`src/rtl/als_pkg.sv`:
```
// Shared types and constants for the address lease server.
// Used by als_ctrl, als_dpath and address_lease_server; no dependencies.
`default_nettype none

package als_pkg;

    localparam logic [1:0] ST_FREE     = 2'd0;
    localparam logic [1:0] ST_PENDING  = 2'd1;
    localparam logic [1:0] ST_OCCUPIED = 2'd2;
    localparam logic [1:0] ST_STALE    = 2'd3;

    localparam logic [1:0] KIND_NONE  = 2'd0;
    localparam logic [1:0] KIND_OFFER = 2'd1;
    localparam logic [1:0] KIND_ACK   = 2'd2;
    localparam logic [1:0] KIND_NAK   = 2'd3;

    localparam logic [1:0] DEST_BCAST = 2'd0;
    localparam logic [1:0] DEST_SELF  = 2'd1;
    localparam logic [1:0] DEST_OTHER = 2'd2;

    localparam logic [1:0] ACT_DISCOVER = 2'd0;
    localparam logic [1:0] ACT_REQUEST  = 2'd1;

    localparam logic [1:0] REG_POOL_SIZE     = 2'd0;
    localparam logic [1:0] REG_DEFAULT_LEASE = 2'd1;
    localparam logic [1:0] REG_MAX_LEASE     = 2'd2;
    localparam logic [1:0] REG_MIN_LEASE     = 2'd3;

    typedef struct packed {
        logic [31:0] msg_time;
        logic [15:0] client_id;
        logic [1:0]  addressed_to;
        logic [1:0]  action;
        logic [15:0] requested_addr;
        logic [31:0] requested_expiry;
    } in_item_t;

    typedef struct packed {
        logic [1:0]  reply_kind;
        logic [15:0] reply_client;
        logic [15:0] reply_addr;
        logic [31:0] reply_expiry;
    } out_item_t;

    typedef struct packed {
        logic [1:0]  status;
        logic [15:0] owner;
        logic [31:0] expiry;
    } entry_t;

    typedef struct packed {
        logic latch;
        logic grant_a;
        logic grant_b;
        logic grant_c;
        logic clear_run;
        logic sweep_run;
        logic finish;
    } cmd_t;

    typedef struct packed {
        logic clear_done;
        logic sweep_done;
    } sts_t;

endpackage

`default_nettype wire

```
`src/rtl/als_ctrl.sv`:
```
// Sequencer for the address lease server: clear, grant, sweep, finish.
// Depends on als_pkg.
`default_nettype none

module als_ctrl
    import als_pkg::*;
(
    input  wire logic clk,
    input  wire logic rst_n,
    input  wire logic in_valid,
    output logic      in_stall,
    output logic      out_valid,
    input  wire logic out_stall,
    input  wire sts_t sts,
    output cmd_t      cmd
);

    typedef enum logic [2:0] {
        S_CLEAR,
        S_IDLE,
        S_GRANT_A,
        S_GRANT_B,
        S_GRANT_C,
        S_SWEEP,
        S_FINISH
    } state_t;

    state_t state_reg, state_next;
    logic   out_valid_reg, out_valid_next;

    always_comb
    begin
        cmd = '0;
        state_next = state_reg;
        unique case (state_reg)
            S_CLEAR:
            begin
                cmd.clear_run = 1'b1;
                if (sts.clear_done)
                begin
                    state_next = S_IDLE;
                end
            end
            S_IDLE:
            begin
                if (in_valid)
                begin
                    cmd.latch  = 1'b1;
                    state_next = S_GRANT_A;
                end
            end
            S_GRANT_A:
            begin
                cmd.grant_a = 1'b1;
                state_next  = S_GRANT_B;
            end
            S_GRANT_B:
            begin
                cmd.grant_b = 1'b1;
                state_next  = S_GRANT_C;
            end
            S_GRANT_C:
            begin
                cmd.grant_c = 1'b1;
                state_next  = S_SWEEP;
            end
            S_SWEEP:
            begin
                cmd.sweep_run = 1'b1;
                if (sts.sweep_done)
                begin
                    state_next = S_FINISH;
                end
            end
            S_FINISH:
            begin
                // hold until the output register is free
                if (!out_valid_reg || !out_stall)
                begin
                    cmd.finish = 1'b1;
                    state_next = S_IDLE;
                end
            end
            default:
            begin
                state_next = S_CLEAR;
            end
        endcase
    end

    always_comb
    begin
        out_valid_next = out_valid_reg && out_stall;
        if (cmd.finish)
        begin
            out_valid_next = 1'b1;
        end
    end

    always_ff @(posedge clk or negedge rst_n)
    begin
        if (!rst_n)
        begin
            state_reg     <= S_CLEAR;
            out_valid_reg <= 1'b0;
        end
        else
        begin
            state_reg     <= state_next;
            out_valid_reg <= out_valid_next;
        end
    end

    assign in_stall  = (state_reg != S_IDLE);
    assign out_valid = out_valid_reg;

`ifndef SYNTHESIS
    a_finish_loads: assert property (@(posedge clk) disable iff (!rst_n)
        cmd.finish |=> out_valid_reg)
        else $error("finished item did not reach the output register");

    a_accept_starts_grant: assert property (@(posedge clk) disable iff (!rst_n)
        (in_valid && !in_stall) |=> state_reg == S_GRANT_A)
        else $error("accepted beat did not start the grant sequence");
`endif

endmodule

`default_nettype wire

```
`config.mk`:
```
export PLATFORM = sky130hd
export DESIGN_NAME = als_ctrl
export DESIGN_NICKNAME = d
export VERILOG_FILES = /design/src/rtl/als_pkg.sv /design/src/rtl/als_ctrl.sv
export SDC_FILE = /design/constraint.sdc
export NUM_CORES = 1
export LEC_CHECK = 0
export ABC_AREA = 1
export BUFFER_PORTS_ARGS = -buffer_cell sky130_fd_sc_hd__buf_2
export CORE_AREA = 2 2 39 41
export CTS_CLUSTER_DIAMETER = 30
export DETAILED_ROUTE_END_ITERATION = 7
export DIE_AREA = 0 0 41 43
export HOLD_SLACK_MARGIN = 0.12
export SETUP_SLACK_MARGIN = 0.4
export SYNTH_ARGS = -nofsm -noshare
export SYNTH_HDL_FRONTEND = slang
export SYNTH_SLANG_ARGS = --single-unit
```
`constraint.sdc`:
```
create_clock -name clk -period 2 [get_ports clk]
set_input_delay 0.2 -clock clk [delete_from_list [all_inputs] [get_ports clk]]
set_output_delay 0.2 -clock clk [all_outputs]
set_load 0.1 [all_outputs]
```
Word level (Yosys, flattened, before mapping)
Index checks and enable logic that the tools add are counted.
W data, S select, Z words.
{"block": "op_classes", "eq_ne": 11, "n_mux": 15, "n_reduce_logical": 6}
{"op": "$pmux W3 S7", "n": 1}
{"op": "$mux W3", "n": 4}
{"op": "$mux W1", "n": 10}
{"op": "$eq A3 B3 Y1 const B", "n": 3}
{"op": "$ne A2 B2 Y1 const B", "n": 4}
{"op": "$eq A3 B2 Y1 const B", "n": 2}
{"op": "$reduce_and A4 Y1", "n": 1}
{"op": "$eq A3 B1 Y1 const B", "n": 1}
{"op": "$logic_not A3 Y1", "n": 1}
{"op": "$ne A3 B1 Y1 const B", "n": 1}
{"op": "$logic_not A1 Y1", "n": 2}
{"op": "$logic_and A1 B1 Y1", "n": 1}
{"op": "$logic_or A1 B1 Y1", "n": 1}
{"block": "totals", "reg_bits": 4, "inputBits": 6, "out_inout_bits": 9, "wordCells": 34}

Logic depth before layout (Yosys ltp)
Gate-level depths: netlist of run 1.
{"block": "logic_depth", "word_depth": 5, "mapped_depth": 7, "mapped_depth_nobuf": 7}

Worst setup path after synthesis of run 1
Ideal clock, no wire load.
{"block": "synth_timing", "kind": "register -> output", "from": "register state_reg[1]", "to": "output port cmd[6] (netlist bit)", "arrival_time_ns": 2.652, "required_ns": 1.800, "setup_slack_ns": -0.852, "stages_incl_launch_ff": 4, "path_buffers": 0, "path_cell_list": "dfrtp_1 nor2_2 nand2_1 nor2_1"}
{"element": "from (decl)", "line": "als_ctrl.sv:28", "rtl": "state_t state_reg, state_next;"}
{"element": "from (signal assigned)", "line": "als_ctrl.sv:109", "rtl": "state_reg <= state_next;"}
{"element": "to (decl)", "line": "als_ctrl.sv:15", "rtl": "output cmd_t cmd"}

==> flow_summary.html, run 1 <==
<table>
<tr><th>Metric</th><th>Value</th></tr>
<tr><th colspan="2">Global route</th></tr>
<tr><td>Pin count of the biggest net entering global routing</td><td>8</td></tr>
<tr><td>Antenna violations before repair</td><td>0</td></tr>
<tr><td>Via count of the first global-routing pass</td><td>283</td></tr>
<tr><td>GRT Resource Usage Total</td><td>0.08889</td></tr>
<tr><td>Wire length of the first global-routing pass</td><td>1.035 mm</td></tr>
<tr><td>Grt total ovfl</td><td>0</td></tr>
<tr><th colspan="2">Floorplanning</th></tr>
<tr><td>Core footprint</td><td>1384 um^2</td></tr>
<tr><td>Starting Density</td><td>0.2043</td></tr>
<tr><td>Total die area</td><td>1763 um^2</td></tr>
<tr><td>Die Width</td><td>41 um</td></tr>
<tr><td>Row Count</td><td>14</td></tr>
<tr><td>Die Y-Extent</td><td>43 um</td></tr>
<tr><td>I/O pins</td><td>15</td></tr>
<tr><th colspan="2">Clocking</th></tr>
<tr><td>Post-CTS Setup Inserts</td><td>0</td></tr>
<tr><td>TritonCTS clock tree</td><td>yes</td></tr>
<tr><td>CTS max path bufs</td><td>2</td></tr>
<tr><td>Clock-pin slew on the worst setup and hold paths</td><td>0.04 ns</td></tr>
<tr><td>Clock Root Buffer</td><td>clkbuf_4</td></tr>
<tr><td>TritonCTS buffer count</td><td>3</td></tr>
<tr><td>Number of clock sinks</td><td>4</td></tr>
<tr><td>Clock latency at the later pin of the worst-skew pair</td><td>0.24 ns</td></tr>
<tr><td>CTS H-tree lvls</td><td>1</td></tr>
<tr><th colspan="2">Finish</th></tr>
<tr><td>Finished layout cell area</td><td>470.5 um^2</td></tr>
<tr><td>Share of final-layout standard cells stronger than drive strength 1</td><td>0.5000</td></tr>
<tr><td>Final-stage net count</td><td>69</td></tr>
<tr><td>Most common library cell in the layout ignoring fill and taps</td><td>nand2_1</td></tr>
<tr><td>Number of diodes</td><td>0</td></tr>
<tr><td>Filler Cell Count</td><td>159</td></tr>
<tr><td>Flip-flop count of the largest register after layout</td><td>3</td></tr>
<tr><td>Final Util</td><td>0.3400</td></tr>
<tr><td>Commonest cells after routing, fill and taps aside</td><td>nand2_1, inv_1, nor2_2, clkbuf_4, buf_2</td></tr>
<tr><td>Signed area change from the synthesized netlist to the final layout</td><td>66.37%</td></tr>
<tr><th colspan="2">Job</th></tr>
<tr><td>MaxCap Viol Count</td><td>0</td></tr>
<tr><th colspan="2">Placement</th></tr>
<tr><td>Weighted congestion reported at the end of routability-driven placement</td><td>0.7964</td></tr>
<tr><td>Number of port buffers</td><td>14</td></tr>
<tr><td>Placed Area</td><td>402.9 um^2</td></tr>
<tr><td>Half-perimeter wire length after placement</td><td>514.5 um</td></tr>
<tr><th colspan="2">Route</th></tr>
<tr><td>Post-route DRC</td><td>0</td></tr>
<tr><td>Count of antenna-violating nets left after detailed routing</td><td>0</td></tr>
<tr><td>Count of routing violations after the opening detailed-route iteration</td><td>1</td></tr>
<tr><td>Routed WL</td><td>632 um</td></tr>
<tr><td>WL/cell</td><td>8.103 um</td></tr>
<tr><td>Via density</td><td>4.141</td></tr>
<tr><td>Initial DRT Pass Iterations</td><td>4</td></tr>
<tr><td>Total number of vias</td><td>323</td></tr>
<tr><th colspan="2">Yosys</th></tr>
<tr><td>Post-synthesis sequential element count</td><td>4</td></tr>
<tr><td>Synth area leaders</td><td>dfrtp_1, nand2_1, inv_1</td></tr>
<tr><td>Portion of netlist area occupied by mux cells</td><td>0</td></tr>
<tr><td>Portion of synthesized cell area occupied by the leading cell type</td><td>0.3540</td></tr>
<tr><td>Library cell with the largest summed area after synthesis</td><td>dfrtp_1</td></tr>
<tr><td>Mean area per synthesized cell</td><td>6.576 um^2</td></tr>
<tr><td>Dominant combinational cell family by area after synthesis</td><td>simple AND/OR/NAND/NOR gates</td></tr>
<tr><td>Simple-gate share of the synthesized area</td><td>0.4336</td></tr>
<tr><td>Xor-xnor portion of the synthesized cell area</td><td>0</td></tr>
<tr><td>Gate count after technology mapping</td><td>43</td></tr>
<tr><td>Synthesized cell area</td><td>282.8 um^2</td></tr>
<tr><td>Mapped Nets</td><td>49</td></tr>
<tr><td>Adder-cell share of the synthesized area</td><td>0</td></tr>
<tr><td>Share of the yosys chip area belonging to registers</td><td>0.3540</td></tr>
<tr><td>Warnings, synthesis</td><td>0</td></tr>
<tr><td>Distinct cell type count of the synthesized netlist</td><td>13</td></tr>
<tr><td>Compound-Gate Fraction of Synth Area</td><td>0.09292</td></tr>
<tr><th colspan="2">Critical path</th></tr>
<tr><td>Required arrival time at the worst endpoint</td><td>1.80 ns</td></tr>
<tr><td>Launching point of the worst reg2reg path</td><td>state_reg[0]</td></tr>
<tr><td>Critical path launch point type</td><td>register</td></tr>
<tr><td>Crit Path Max Fanout</td><td>7</td></tr>
<tr><td>Type of the setup path with the least slack</td><td>register to output port</td></tr>
<tr><td>Start point of the critical path</td><td>state_reg[1]</td></tr>
<tr><td>Arrival time of data at the critical path endpoint</td><td>1.31 ns</td></tr>
<tr><td>Element type at the critical path end</td><td>output port</td></tr>
<tr><th colspan="2">STA</th></tr>
<tr><td>Worst setup skew after layout</td><td>0.002160 ns</td></tr>
<tr><td>Max Slew Vio Count</td><td>0</td></tr>
<tr><td>Measured slew at the worst slew-check pin</td><td>0.4844 ns</td></tr>
<tr><td>Max-slew headroom</td><td>0.6793</td></tr>
<tr><td>Min cycle time layout</td><td>1.513 ns</td></tr>
<tr><td>Ratio of final minimum period to clock period</td><td>0.7564</td></tr>
<tr><td>Hold Vio Cnt, Final</td><td>0</td></tr>
<tr><td>Worst hold slack</td><td>0.2450 ns</td></tr>
<tr><td>Number of endpoints failing setup at the final stage</td><td>0</td></tr>
<tr><td>Achievable Freq</td><td>661.0 MHz</td></tr>
<tr><td>Aggregate negative setup slack</td><td>0 ns</td></tr>
<tr><td>RSZ-0062 raised after global routing</td><td>no</td></tr>
<tr><th colspan="2">Status</th></tr>
<tr><td>Status</td><td>finished clean</td></tr>
<tr><th colspan="2">Worst hold path</th></tr>
<tr><td>Path class of the lowest-slack min-delay path</td><td>primary input to register</td></tr>
<tr><td>Start point of the worst min-delay path</td><td>out_stall</td></tr>
</table>
[area by class of cell]
class                   count  area, um^2  area share
clock buffers               4       26.28     0.05585
inverters                   9       33.78     0.07181
multi-input cells          30       177.7      0.3777
flip-flops and latches      4       101.3      0.2154
well taps                  16       20.02     0.04255
repair buffers             15       111.4      0.2367
[what timing repair did]
action                                  CTS  global route
hold buffers                              1             0
hold endpoints to repair                  4             0
endpoints found under the setup margin    5             6
resized for setup                         5             6
[critical path: stages, from the launching register on]
cell	delay, ns
dfrtp_1	0.45
nor2_1	0.15
inv_1	0.10
nor2_2	0.08
buf_4	0.29
[worst paths after layout]
| check | endpoint | slack (ns) | depth (start not counted) |
|---|---|---|---|
| worst min-delay path | out_valid | 0.25 | 3 |
| worst min register to register | out_valid | 0.57 | 2 |
| worst max-delay path | cmd[2] | 0.49 | 4 |
| worst max register to register | state_reg[0] | 0.87 | 6 |
| min in group asynchronous | state_reg[1] | 0.29 | 2 |
| max in group asynchronous | out_valid | 1.58 | 2 |
[stage by stage]
| stage | std cells | setup slack [ns] |
|---|---|---|
| after floorplan | 43 | 0.2268 |
| after global placement | 73 | 0.5755 |
| after detailed placement | 73 | 0.5699 |
| after CTS | 78 | 0.4006 |
| after global routing | 78 | 0.4028 |
| final | 78 | 0.4872 |
[cells in the mapped netlist]
cell type,number
a21oi_1,2
a31oi_1,1
dfrtp_1,4
inv_1,7
inv_2,2
nand2_1,9
nand3_1,4
nand3_2,2
nand3b_1,1
nor2_1,6
nor2_2,3
o21ai_0,1
o21ai_1,1
[kinds of logic after synthesis]
| logic type | Yosys count |
|---|---|
| simple gates | 25 |
| compound gates | 5 |
| buf+inv | 9 |
| flops | 4 |
[per-layer routing]
layer  part of all wire  vias to the layer above  global-route usage
li1                   -                      173                   -
met1               0.42                      139              0.1016
met2               0.47                        9              0.1313
met3              0.062                        2             0.01571
met4              0.043                        0             0.08000
met5                  0                        -                   0
Power of run 1 is left out: the tool's default activity adds up to more than one toggle a clock period on the data nets, which glitch-free logic cannot reach.
==> inputs of run 2 (changes only) <==
clock period = 1.6 ns   (was 2 ns; I/O delays follow)
==> run 2 against run 1 <==
Effect of this change: worst setup slack got worse by 0.31 ns; worst hold slack got worse by 0.032 ns; sequential share of layout area decreased by 6.8 points; global-route usage increased by 2.3 points; final area increased by 55%; utilization increased by 19 points; non-clock buffer count increased by 10; critical path type unchanged; largest cell class is now non-clock buffers.
==> flow_summary.html, run 2 (synthesized netlist as in run 1, its figures left out) <==
<table>
<tr><th>Metric</th><th>Value</th></tr>
<tr><th colspan="2">Status</th></tr>
<tr><td>Status</td><td>finished clean</td></tr>
<tr><th colspan="2">Placement</th></tr>
<tr><td>Half-perimeter wire length after placement</td><td>552.1 um</td></tr>
<tr><td>Number of port buffers</td><td>14</td></tr>
<tr><td>Cell count after placement</td><td>73</td></tr>
<tr><td>Weighted congestion reported at the end of routability-driven placement</td><td>0.7200</td></tr>
<tr><th colspan="2">Floorplanning</th></tr>
<tr><td>Starting Density</td><td>0.2043</td></tr>
<tr><td>Row Count</td><td>14</td></tr>
<tr><td>Total die area</td><td>1763 um^2</td></tr>
<tr><td>Die Y-Extent</td><td>43 um</td></tr>
<tr><td>I/O pins</td><td>15</td></tr>
<tr><td>Die Width</td><td>41 um</td></tr>
<tr><td>Core footprint</td><td>1384 um^2</td></tr>
<tr><th colspan="2">Clocking</th></tr>
<tr><td>Clock latency at the later pin of the worst-skew pair</td><td>0.24 ns</td></tr>
<tr><td>CTS max path bufs</td><td>2</td></tr>
<tr><td>Clock-pin slew on the worst setup and hold paths</td><td>0.04 ns</td></tr>
<tr><td>TritonCTS clock tree</td><td>yes</td></tr>
<tr><td>CTS H-tree lvls</td><td>1</td></tr>
<tr><td>Clock Root Buffer</td><td>clkbuf_4</td></tr>
<tr><td>Number of clock sinks</td><td>4</td></tr>
<tr><td>TritonCTS buffer count</td><td>3</td></tr>
<tr><th colspan="2">Global route</th></tr>
<tr><td>GRT Resource Usage Total</td><td>0.1120</td></tr>
<tr><td>Wire length of the first global-routing pass</td><td>1.235 mm</td></tr>
<tr><td>Antenna violations before repair</td><td>0</td></tr>
<tr><td>Via count of the first global-routing pass</td><td>342</td></tr>
<tr><td>Grt total ovfl</td><td>0</td></tr>
<tr><td>Pin count of the biggest net entering global routing</td><td>8</td></tr>
<tr><th colspan="2">Finish</th></tr>
<tr><td>FF+latch area</td><td>107.6 um^2</td></tr>
<tr><td>Number of diodes</td><td>0</td></tr>
<tr><td>Multi-input gate area in the final layout</td><td>245.2 um^2</td></tr>
<tr><td>Share of final-layout standard cells stronger than drive strength 1</td><td>0.6944</td></tr>
<tr><td>Filler Cell Count</td><td>120</td></tr>
<tr><td>Signed area change from the synthesized netlist to the final layout</td><td>158.0%</td></tr>
<tr><td>Number of standard cells in the layout, taps in and fillers out</td><td>88</td></tr>
<tr><td>Commonest cells after routing, fill and taps aside</td><td>buf_4, nand2_1, buf_12</td></tr>
<tr><td>Most common library cell in the layout ignoring fill and taps</td><td>buf_4</td></tr>
<tr><td>Final Util</td><td>0.5271</td></tr>
<tr><td>Flip-flop count of the largest register after layout</td><td>3</td></tr>
<tr><td>Final-stage net count</td><td>79</td></tr>
<tr><th colspan="2">Route</th></tr>
<tr><td>WL/cell</td><td>10.68 um</td></tr>
<tr><td>Routed WL</td><td>940 um</td></tr>
<tr><td>Count of antenna-violating nets left after detailed routing</td><td>0</td></tr>
<tr><td>Post-route DRC</td><td>0</td></tr>
<tr><td>Count of routing violations after the opening detailed-route iteration</td><td>6</td></tr>
<tr><td>Total number of vias</td><td>374</td></tr>
<tr><td>Via density</td><td>4.250</td></tr>
<tr><td>Initial DRT Pass Iterations</td><td>2</td></tr>
<tr><th colspan="2">STA</th></tr>
<tr><td>Max Slew Vio Count</td><td>0</td></tr>
<tr><td>RSZ-0062 raised after global routing</td><td>yes</td></tr>
<tr><td>Hold Vio Cnt, Final</td><td>0</td></tr>
<tr><td>Achievable Freq</td><td>701.2 MHz</td></tr>
<tr><td>Worst setup skew after layout</td><td>0.001814 ns</td></tr>
<tr><td>Worst hold slack</td><td>0.2135 ns</td></tr>
<tr><td>Min cycle time layout</td><td>1.426 ns</td></tr>
<tr><td>Measured slew at the worst slew-check pin</td><td>0.2775 ns</td></tr>
<tr><td>Ratio of final minimum period to clock period</td><td>0.8914</td></tr>
<tr><td>Number of endpoints failing setup at the final stage</td><td>0</td></tr>
<tr><td>Aggregate negative setup slack</td><td>0 ns</td></tr>
<tr><td>Max-slew headroom</td><td>0.8165</td></tr>
<tr><th colspan="2">Critical path</th></tr>
<tr><td>Arrival time of data at the critical path endpoint</td><td>1.27 ns</td></tr>
<tr><td>Element type at the critical path end</td><td>output port</td></tr>
<tr><td>Critical path launch point type</td><td>register</td></tr>
<tr><td>Crit Path Max Fanout</td><td>5</td></tr>
<tr><td>Required arrival time at the worst endpoint</td><td>1.44 ns</td></tr>
<tr><td>Type of the setup path with the least slack</td><td>register to output port</td></tr>
<tr><th colspan="2">Worst hold path</th></tr>
<tr><td>Path class of the lowest-slack min-delay path</td><td>primary input to register</td></tr>
<tr><th colspan="2">Job</th></tr>
<tr><td>MaxCap Viol Count</td><td>0</td></tr>
</table>
==> run 2: changes by cell type in the layout (fill, tap and decap cells not counted), sizes merged <==
cell	previous run	this run
clkbuf	7	4
clkinvlp	0	2
buf	11	24
inv	9	6
clkinv	0	1
==> run 2: final cells by class <==
cell class,instances,area share
sequential,4,0.1475
tap,16,0.02744
inverter,9,0.06690
timing repair buffer,25,0.3859
clock buffer,4,0.03602
multi-input combinational,30,0.3362
==> run 2: metal layers <==
metal / up-vias / part of all wire / wire (um) / global-route usage
met5: - / 0 / 0 / 0
met4: 0 / 0.013 / 12 / 0.1000
met3: 2 / 0.044 / 41 / 0.07330
met2: 7 / 0.61 / 569 / 0.1563
met1: 175 / 0.34 / 317 / 0.1046
li1: 190 / - / - / -
==> run 2: path summary, 6_finish.rpt <==
kind | endpoint | startpoint | depth (start not counted) | slack [ns]
worst max-delay path | cmd[6] | state_reg[0] | 5 | 0.17
worst min-delay path | out_valid | out_stall | 3 | 0.21
worst max register to register | state_reg[2] | state_reg[1] | 7 | 0.28
worst min register to register | out_valid | out_valid | 2 | 0.61
max in group asynchronous | out_valid | rst_n | 2 | 1.21
min in group asynchronous | out_valid | rst_n | 2 | 0.25
==> run 2: timing repair <==
item	CTS	global route
pin swaps	0	5
gates resized for setup	7	11
setup endpoints to repair	9	11
hold buffers	1	0
endpoints found under the hold margin	4	0
buffers inserted	4	6
==> run 2: critical path: stages (launching register included) <==
cell and delay, ns:
dfrtp_2 0.41, inv_4 0.08, nor2_4 0.17, nand2_8 0.07, nor2_4 0.10, buf_12 0.18
==> run 2: through the flow <==
| stage | instance area, um^2 | worst slack (ns) |
|---|---|---|
| after floorplan | 365.4 | 0.1241 |
| after global placement | 545.5 | 0.3690 |
| after detailed placement | 545.5 | 0.3523 |
| after CTS | 635.6 | 0.1580 |
| after global routing | 729.5 | 0.1156 |
| final | 729.5 | 0.1738 |
Power of run 2 is left out for the same reason.
==> inputs of run 3 (changes only) <==
CORE_AREA = 8 8 45 47   (was 2 2 39 41)
DIE_AREA = 0 0 53 55   (was 0 0 41 43)
==> run 3 against run 2 <==
Effect of this change: sequential share of layout area up 0.48 points; flip-flop and latch count unchanged; critical path depth down 1; final area down 4.3%; fmax up 0.56%; register-to-register slack better by 0.07 ns; critical path type unchanged; global-route usage down 4.0 points; cell count down 1.1%; wire length up 3.7%.
==> flow_summary.html, run 3 (synthesized netlist as in run 1, its figures left out) <==
<table>
<tr><th>Metric</th><th>Value</th></tr>
<tr><th colspan="2">Status</th></tr>
<tr><td>Status</td><td>finished clean</td></tr>
<tr><th colspan="2">Floorplanning</th></tr>
<tr><td>Die Width</td><td>53 um</td></tr>
<tr><td>Die Y-Extent</td><td>55 um</td></tr>
<tr><td>Total die area</td><td>2915 um^2</td></tr>
<tr><td>Core footprint</td><td>1384 um^2</td></tr>
<tr><td>I/O pins</td><td>15</td></tr>
<tr><td>Row Count</td><td>14</td></tr>
<tr><td>Starting Density</td><td>0.2043</td></tr>
<tr><th colspan="2">Route</th></tr>
<tr><td>WL/cell</td><td>11.21 um</td></tr>
<tr><td>Total number of vias</td><td>391</td></tr>
<tr><td>Routed WL</td><td>975 um</td></tr>
<tr><td>Count of routing violations after the opening detailed-route iteration</td><td>3</td></tr>
<tr><td>Via density</td><td>4.494</td></tr>
<tr><td>Post-route DRC</td><td>0</td></tr>
<tr><td>Initial DRT Pass Iterations</td><td>2</td></tr>
<tr><td>Count of antenna-violating nets left after detailed routing</td><td>0</td></tr>
<tr><th colspan="2">Global route</th></tr>
<tr><td>Antenna violations before repair</td><td>0</td></tr>
<tr><td>GRT Resource Usage Total</td><td>0.07170</td></tr>
<tr><td>Wire length of the first global-routing pass</td><td>1.504 mm</td></tr>
<tr><td>Via count of the first global-routing pass</td><td>380</td></tr>
<tr><td>Grt total ovfl</td><td>0</td></tr>
<tr><td>Pin count of the biggest net entering global routing</td><td>8</td></tr>
<tr><th colspan="2">Critical path</th></tr>
<tr><td>Crit-path most repeated cell</td><td>nor2_4</td></tr>
<tr><td>Stages on the worst setup path</td><td>4</td></tr>
<tr><td>Type of the setup path with the least slack</td><td>register to output port</td></tr>
<tr><td>Capturing instance or port of the critical path</td><td>cmd[6]</td></tr>
<tr><td>R2R cell count</td><td>8</td></tr>
<tr><td>Slowest cell delay on critical path</td><td>0.48 ns</td></tr>
<tr><td>Required arrival time at the worst endpoint</td><td>1.44 ns</td></tr>
<tr><td>Crit Path Max Fanout</td><td>7</td></tr>
<tr><td>Setup slack of the worst register-to-register path</td><td>0.35 ns</td></tr>
<tr><td>R2R Path End</td><td>state_reg[0]</td></tr>
<tr><td>Arrival time of data at the critical path endpoint</td><td>1.26 ns</td></tr>
<tr><td>Crit-path cells</td><td>nor2_4 -&gt; nand2_8 -&gt; nor2_4 -&gt; buf_12</td></tr>
<tr><td>Standard cell with the maximum stage delay on the critical path</td><td>dfrtp_2</td></tr>
<tr><td>Element type at the critical path end</td><td>output port</td></tr>
<tr><td>Launching point of the worst reg2reg path</td><td>state_reg[2]</td></tr>
<tr><td>Critical path launch point type</td><td>register</td></tr>
<tr><td>Top delay family on crit path</td><td>flip-flops</td></tr>
<tr><td>Number of buffers and inverters on the critical path</td><td>1</td></tr>
<tr><td>Start point of the critical path</td><td>state_reg[1]</td></tr>
<tr><th colspan="2">STA</th></tr>
<tr><td>Measured slew at the worst slew-check pin</td><td>0.2785 ns</td></tr>
<tr><td>Max-slew headroom</td><td>0.8158</td></tr>
<tr><td>Ratio of final minimum period to clock period</td><td>0.8864</td></tr>
<tr><td>Aggregate negative setup slack</td><td>0 ns</td></tr>
<tr><td>Min cycle time layout</td><td>1.418 ns</td></tr>
<tr><td>Number of endpoints failing setup at the final stage</td><td>0</td></tr>
<tr><td>Achievable Freq</td><td>705.1 MHz</td></tr>
<tr><td>Hold Vio Cnt, Final</td><td>0</td></tr>
<tr><td>Max Slew Vio Count</td><td>0</td></tr>
<tr><td>Worst setup skew after layout</td><td>0.003033 ns</td></tr>
<tr><td>RSZ-0062 raised after global routing</td><td>yes</td></tr>
<tr><th colspan="2">Clocking</th></tr>
<tr><td>Clock-pin slew on the worst setup and hold paths</td><td>0.04 ns</td></tr>
<tr><td>TritonCTS clock tree</td><td>yes</td></tr>
<tr><td>Number of clock sinks</td><td>4</td></tr>
<tr><td>CTS H-tree lvls</td><td>1</td></tr>
<tr><td>Clock Root Buffer</td><td>clkbuf_4</td></tr>
<tr><td>TritonCTS buffer count</td><td>3</td></tr>
<tr><td>Clock latency at the later pin of the worst-skew pair</td><td>0.24 ns</td></tr>
<tr><td>CTS max path bufs</td><td>2</td></tr>
<tr><th colspan="2">Finish</th></tr>
<tr><td>Final-stage net count</td><td>78</td></tr>
<tr><td>Share of final-layout standard cells stronger than drive strength 1</td><td>0.6620</td></tr>
<tr><td>Signed area change from the synthesized netlist to the final layout</td><td>146.9%</td></tr>
<tr><td>Flip-flop count of the largest register after layout</td><td>3</td></tr>
<tr><td>Commonest cells after routing, fill and taps aside</td><td>nand2_1, buf_4, buf_12</td></tr>
<tr><td>Number of diodes</td><td>0</td></tr>
<tr><th colspan="2">Job</th></tr>
<tr><td>MaxCap Viol Count</td><td>0</td></tr>
<tr><th colspan="2">Placement</th></tr>
<tr><td>Number of port buffers</td><td>14</td></tr>
<tr><td>Weighted congestion reported at the end of routability-driven placement</td><td>0.7640</td></tr>
<tr><td>Half-perimeter wire length after placement</td><td>658.1 um</td></tr>
<tr><th colspan="2">Worst hold path</th></tr>
<tr><td>Path class of the lowest-slack min-delay path</td><td>primary input to async pin</td></tr>
</table>
==> run 3: routing by layer <==
| layer | track usage | routed length (um) | vias up |
|---|---|---|---|
| met5 | 0 | 0 | - |
| met4 | 0.06466 | 30 | 0 |
| met3 | 0.02674 | 74 | 4 |
| met2 | 0.1172 | 532 | 11 |
| met1 | 0.07023 | 338 | 186 |
| li1 | - | - | 190 |
==> run 3: final cells by class <==
type                       count  area [um^2]
clock buffer                   4        26.28
multi-input combinational     30        230.2
sequential                     4        106.4
tap                           16        20.02
timing repair buffer          24        269.0
fill                         133        685.7
inverter                       9        46.29
==> run 3: per-stage QoR <==
| step | utilization | hold slack, ns | cell area, um^2 | std cells | worst slack, ns |
|---|---|---|---|---|---|
| after global placement | 0.3942 | -0.03093 | 545.5 | 73 | 0.3642 |
| after floorplan | - | -0.1356 | 365.4 | 43 | 0.1241 |
| after detailed placement | 0.3942 | -0.02998 | 545.5 | 73 | 0.3576 |
| after CTS | 0.4792 | 0.2030 | 663.1 | 85 | 0.1793 |
| after global routing | 0.5045 | 0.2779 | 698.2 | 87 | 0.1205 |
| final | 0.5045 | 0.2524 | 698.2 | 87 | 0.1817 |
==> run 3: worst min path at each step <==
stage	from	end	slack, ns	cells past startpoint
2_1_floorplan	rst_n	state_reg[0]	-0.14	0
3_3_place_gp	rst_n	out_valid	-0.03	1
3_5_place_dp	rst_n	out_valid	-0.03	1
4_1_cts	out_stall	out_valid	0.20	3
5_1_grt	rst_n	out_valid	0.28	2
6_report	rst_n	out_valid	0.25	2
==> run 3: worst register-to-register path, delay by kind of cell (launching register included) <==
| kind | cells | cell delay (ns) |
|---|---|---|
| buf+inv | 4 | 0.45 |
| flops | 1 | 0.45 |
| simple gates | 4 | 0.28 |
==> run 3: repair_timing <==
action | in CTS | in global routing
buffers inserted | 7 | 2
gates resized for setup | 9 | 5
hold buffers | 1 | 0
endpoints found under the hold margin | 4 | 0
endpoints found under the setup margin | 9 | 11
pin swaps | 3 | 1
Power of run 3 is left out for the same reason.
